File: src/nds_pkg.sv
`timescale 1ns / 1ps

package nds_pkg;

    // fixed field widths of the stream channels
    localparam int FIELD_W     = 16;
    localparam int INDEX_IN_W  = 8;
    localparam int INDEX_OUT_W = 8;
    localparam int SCORE_W     = 33;
    localparam int COUNT_W     = 9;
    localparam int S_TDATA_W   = 104;
    localparam int M_TDATA_W   = 48;
    localparam int M_PAD_W     = M_TDATA_W - SCORE_W - INDEX_OUT_W - 1;

    // operation codes carried in s_axis_tuser
    localparam logic OP_WRITE = 1'b0;
    localparam logic OP_QUERY = 1'b1;

    typedef enum logic [1:0] {
        ST_IDLE,
        ST_SCAN,
        ST_DRAIN,
        ST_PUT
    } nds_state_t;

    // sideband that travels with each table read through the score pipeline
    typedef struct packed {
        logic valid;
        logic first;
        logic last;
    } scan_ctl_t;

endpackage

File: src/nds_argmax.sv
`timescale 1ns / 1ps

module nds_argmax import nds_pkg::*; #(
    parameter int IB  = 16,
    parameter int AW  = 8,
    parameter int SW  = 2 * IB + 2
) (
    input  logic                 aclk,
    input  logic                 aresetn,
    input  scan_ctl_t            in_ctl,
    input  logic [AW-1:0]        in_idx,
    input  logic [3*IB-1:0]      in_entry,
    input  logic signed [IB-1:0] qx,
    input  logic signed [IB-1:0] qy,
    input  logic signed [IB-1:0] qz,
    output logic [AW-1:0]        best_idx,
    output logic signed [SW-1:0] best_score,
    output logic                 done
);

    logic signed [IB-1:0]   ex, ey, ez;
    logic signed [2*IB-1:0] px_reg, py_reg, pz_reg;
    logic signed [SW-1:0]   sum_reg;
    logic signed [SW-1:0]   best_reg;
    logic [AW-1:0]          idx1_reg, idx2_reg, best_idx_reg;
    scan_ctl_t              ctl1_reg, ctl2_reg;
    logic                   done_reg;

    assign ex = $signed(in_entry[IB-1:0]);
    assign ey = $signed(in_entry[2*IB-1:IB]);
    assign ez = $signed(in_entry[3*IB-1:2*IB]);

    always_ff @(posedge aclk) begin
        if (!aresetn) begin
            ctl1_reg <= '0;
            ctl2_reg <= '0;
            done_reg <= 1'b0;
        end else begin
            ctl1_reg <= in_ctl;
            ctl2_reg <= ctl1_reg;
            done_reg <= ctl2_reg.valid && ctl2_reg.last;
        end
    end

    // products, then the three-way sum
    always_ff @(posedge aclk) begin
        px_reg   <= qx * ex;
        py_reg   <= qy * ey;
        pz_reg   <= qz * ez;
        idx1_reg <= in_idx;
        sum_reg  <= SW'(px_reg) + SW'(py_reg) + SW'(pz_reg);
        idx2_reg <= idx1_reg;
    end

    // strict compare keeps the lowest index on ties
    always_ff @(posedge aclk) begin
        if (ctl2_reg.valid && (ctl2_reg.first || sum_reg > best_reg)) begin
            best_reg     <= sum_reg;
            best_idx_reg <= idx2_reg;
        end
    end

    assign best_idx   = best_idx_reg;
    assign best_score = best_reg;
    assign done       = done_reg;

endmodule

File: config.mk
export PLATFORM = sky130hd
export DESIGN_NAME = nds_argmax
export DESIGN_NICKNAME = d
export VERILOG_FILES = /design/src/nds_pkg.sv /design/src/nds_argmax.sv
export SDC_FILE = /design/constraint.sdc
export NUM_CORES = 2
export LEC_CHECK = 0
export ABC_AREA = 1
export BUFFER_PORTS_ARGS = -buffer_cell sky130_fd_sc_hd__buf_2
export CORE_MARGIN = 8
export CORE_UTILIZATION = 65
export CTS_BUF_LIST = sky130_fd_sc_hd__clkbuf_8 sky130_fd_sc_hd__clkbuf_16
export CTS_CLUSTER_SIZE = 20
export DETAILED_ROUTE_END_ITERATION = 10
export GPL_TIMING_DRIVEN = 0
export PLACE_DENSITY = 0.93
export SLEW_MARGIN = 20
export SYNTH_ARGS = -nofsm -noshare
export SYNTH_HDL_FRONTEND = slang
export SYNTH_SLANG_ARGS = --single-unit
File: constraint.sdc
create_clock -name aclk -period 6.2 [get_ports aclk]
set_input_delay 0.31 -clock aclk [delete_from_list [all_inputs] [get_ports aclk]]
set_output_delay 0.31 -clock aclk [all_outputs]
set_load 0.005 [all_outputs]
## Word level (Yosys, flattened, before mapping)

Cells that the tools add are included.
W data, S select, Z words.

- Register bits: 195
- Bits of input ports: 109
- Output and inout bits: 43
- Word-level logic and storage cells: 24

- $add $sub $neg: 2
- $mul: 3
- $lt $le $gt $ge: 1
- Reductions and logical operators: 3

Operator list:

| kind | count |
|---|---|
| $mul A16 B16 Y32 | 3 |
| $add A33 B32 Y34 | 1 |
| $gt A34 B34 Y1 | 1 |
| $add A32 B32 Y33 | 1 |
| $logic_and A1 B1 Y1 | 2 |
| $logic_or A1 B1 Y1 | 1 |

## Longest topological paths before layout

- Depth in word-level cells: 3
- Gate-level depth with buffers: 26
- Mapped depth without buffers: 24

## Least setup slack after synthesis

OpenSTA, ideal clock, no wires.

- Kind: input port to flip-flop
- Start point: input in_entry[5]
- End point: register px_reg[31]
- Data arrival time: 5.388 ns
- Setup slack: 0.693 ns
- Stages: 22
- Path buffers: 2
- Cells stage by stage: clkbuf_1 > clkbuf_1 > nand2_1 > fa_1 > inv_1 > fa_1 > inv_1 > fa_1 > fa_1 > fa_1 > fa_1 > inv_1 > ha_1 > inv_1 > nor3_1 > nand2_1 > nor3_1 > nand2_1 > o211ai_1 > inv_1 > nand2_1 > nand2_1

- Cells in the longest elaborated chain, start to end: 1

RTL lines:

| item | line | RTL |
|---|---|---|
| start, declared | nds_argmax.sv:12 | `input logic [3*IB-1:0] in_entry,` |
| $mul A16 B16 Y32 | nds_argmax.sv:47 | `px_reg <= qx * ex;` |
| end signal, assigned | nds_argmax.sv:47 |  |
| end, declared | nds_argmax.sv:22 | `logic signed [2*IB-1:0] px_reg, py_reg, pz_reg;` |

No other way between the ends.
A chain may end at the register's enable or synchronous reset.

## Worst setup path in the final report

- Start point: input qx[6]
- End point: register px_reg[31]

- Cells in the longest elaborated chain, start to end: 1

RTL lines:

| item | line | RTL |
|---|---|---|
| start, declared | nds_argmax.sv:13 | `input logic signed [IB-1:0] qx,` |
| $mul A16 B16 Y32 | nds_argmax.sv:47 |  |

No other way between the ends.

==> impl_metrics.yaml <==
routing:
  wire_per_inst_microns: 18.2
  drt-initial-drc-count: 3053
  route.detailed.drc: 0
  vias_per_cell: 5.54
  num_vias: 31400
  totalWireLength_microns: 103000
  drt_pass1_iterations: 8
  ant_nets: 0
die:
  io_pins: 152
  fp.dieW_microns: 261
  core_sq_mm: 0.0599
  rows: 90
  dieHeight_microns: 261
  start_util: 0.653
  fp.dieArea_sq_mm: 0.0683
placed_design:
  gp_congestion: 1.06
  hpwl_microns: 89400
  placed_cells_incl_taps: 5634
  port_buffers: 74
synth:
  postSynthCellCount: 4777
  synth-edff-count: 42
  synth-xor-area-share: 0.0282
  ys_seq_elements: 195
  synthFlopType: "dfxtp_1"
  syn_area_per_cell_sq_um: 8.19
  seq_area_frac_synth: 0.111
  async_reset_ff_frac: 0
  synth_warnings: 0
  ys_types: 39
  synthMuxAreaShare: 0
  synth_top_family_by_area: "adder cells"
  synth-simple-area-share: 0.148
  synthAdderAreaFrac: 0.519
  synth_compound_area_frac: 0.0433
  synth_nets: 6017
  synth_area_sq_mm: 0.0391
worst_setup_path:
  reg2regPathDepth: 10
  worstReg2RegEnd: "sum_reg[31]"
  cp_max_fo: 10
  critical_path_required_ns: 6.52
  end_kind: "flop"
  cp.arrival_ns: 6.37
  startpoint_type: "input port"
  worstSetupPathType: "input port to flop"
  reg2reg_slack_ns: 3.22
  r2r-start: "pz_reg[1]"
timing:
  slew_headroom: 0.463
  clock_skew_ns: 0.0159
  finalSetupTns_ns: 0
  tightest_slew_ns: 0.806
  hold_viol: 0
  period_needed_ns: 6.06
  clock.fmax_mhz: 165
  setup_violations: 0
  slew_viol_final: 0
  grt_setup_unrepaired: "yes"
  fin_crit_sh: 0.977
cells_and_area:
  area_delta_synth_final_pct: 5.43
  num_antenna_cells: 0
  final_nets: 6119
  drive_above_1_share: 0.0331
  num-fill-cells: 4537
  final_cells: 5674
min_path:
  hold_end: "ctl1_reg[1]"
  min_from: "in_ctl[1]"
  hold_depth: 3
  hold_class: "input port to flop"
cts:
  cts_sinks: 195
  clock_latency_ns: 0.44
  ctsHtreeMaxLevel: 4
  root_buffer: "clkbuf_16"
  cts_inserted_buffers: 17
  clk_path_buf_depth: 2
  cts_tree: "done"
  clk_pin_slew_ns: 0.08
run:
  max-cap-violations: 0
global_routing:
  grt_max_degree: 23
  grt_pass1_wl_microns: 167000
  antenna_found_initial: 0
  grt_pass1_vias: 33800
  overflow: 0
  grt_usage: 0.310
run_status:
  status: "finished, final reports clean"
==> area by class of cell <==
type / instances / area (sq um) / share of cell area
Buffer: 173 / 672 / 0.0163
Clock buffer: 18 / 450 / 0.0109
Clock inverter: 14 / 188 / 0.00455
Inverter: 1404 / 5270 / 0.128
Multi-Input combinational cell: 3005 / 28900 / 0.700
Sequential cell: 195 / 4320 / 0.105
Tap cell: 782 / 978 / 0.0237
Timing Repair Buffer: 83 / 478 / 0.0116
==> synth_stat cells, types with 3 or more instances <==
cell	count	area, sq um
a21boi_0	3	22.5
a21o_1	22	165
nor3_2	4	40.0
nand2_1	1071	4020
inv_1	1402	5260
o21bai_1	12	90.1
clkbuf_1	171	642
dfxtp_1	153	3060
o211ai_1	11	82.6
nor3_1	27	135
o21a_1	6	45.0
a31oi_1	7	43.8
o21ai_1	9	45.0
xnor2_1	34	298
o21ai_2	4	35.0
o21ai_0	69	345
nor4_1	3	18.8
nor2_1	186	698
edfxtp_1	42	1260
nand4_1	32	200
ha_1	312	3900
nand3b_1	4	30.0
nand2_2	4	25.0
fa_1	819	16400
a21oi_1	152	761
nand3_1	95	475
or2_2	15	93.8
xor2_1	92	806
==> critical path, stage by stage <==
cell and delay (ns):
clkbuf_1 0.41, clkbuf_1 0.62, nand2_1 0.16, fa_1 0.54, inv_1 0.05, fa_1 0.49
inv_1 0.07, fa_1 0.53, inv_1 0.05, fa_1 0.46, fa_1 0.49, inv_1 0.05
fa_1 0.48, inv_1 0.05, ha_1 0.33, a21oi_1 0.22, a21boi_1 0.29, nand3_1 0.23
nand2_1 0.10, o211ai_1 0.19, o21ai_0 0.13, nand2_1 0.10
==> cells in the final DEF, fill, tap and decap left out, types with 12 or more instances in the layout <==
master,n
edfxtp_1,42
ha_1,312
xnor2_1,34
nor2_1,186
dfxtp_1,153
clkbuf_16,18
a21o_1,22
o21bai_1,12
inv_1,1401
a21oi_1,152
o21ai_0,69
nand3_1,95
clkbuf_1,155
or2_2,15
fa_1,816
nor3_1,27
nand4_1,32
nand2_1,1071
buf_2,75
clkbuf_2,14
xor2_1,92
==> worst max path at each step <==
stage	startpoint	endpoint	slack [ns]	depth (start not counted)
after floorplan	in_entry[5]	px_reg[31]	0.69	22
after global placement	in_entry[5]	px_reg[31]	-0.46	22
after detailed placement	in_entry[5]	px_reg[31]	-0.68	22
after CTS	qx[15]	px_reg[31]	0.04	22
after global routing	qx[6]	px_reg[31]	-0.09	22
final	qx[6]	px_reg[31]	0.14	22
==> per-stage QoR <==
stage / hold WS [ns] / instance area, sq um / worst slack (ns) / utilization
after CTS: 0.00142 / 41200 / 0.0376 / 0.688
after detailed placement: 0.312 / 40500 / -0.684 / 0.676
after global routing: 0.0583 / 41200 / -0.0891 / 0.688
after floorplan: 0.310 / 39100 / 0.693 / -
final: 0.0666 / 41200 / 0.144 / 0.688
after global placement: 0.312 / 40500 / -0.463 / 0.676
==> metal layers <==
layer | vias to the layer above | GRT usage | part of all wire
met5 | - | 0 | 0
met1 | 15400 | 0.389 | 0.37
met4 | 0 | 0.139 | 0.052
met3 | 417 | 0.0603 | 0.096
met2 | 1702 | 0.521 | 0.48
li1 | 13900 | - | -
==> cell families after synthesis <==
kind of cell               count (synthesis)
and+or+nand+nor                         1446
buffers and inverters                   1577
xor gates and xnor gates                 126
DFF                                      195
adders and majority gates               1131
AOI/OAI and AO/OA                        302
==> what timing repair did <==
item / in CTS / in global routing
hold endpoints to repair: 7 / 1
setup buffers: 0 / 0
setup endpoints to repair: 1 / 14
gates cloned: 0 / 0
hold buffers: 7 / 1
gates resized for setup: 4 / 30
Power is left out: the tool's default activity adds up to more than one toggle a clock period on the data nets, which glitch-free logic cannot reach.
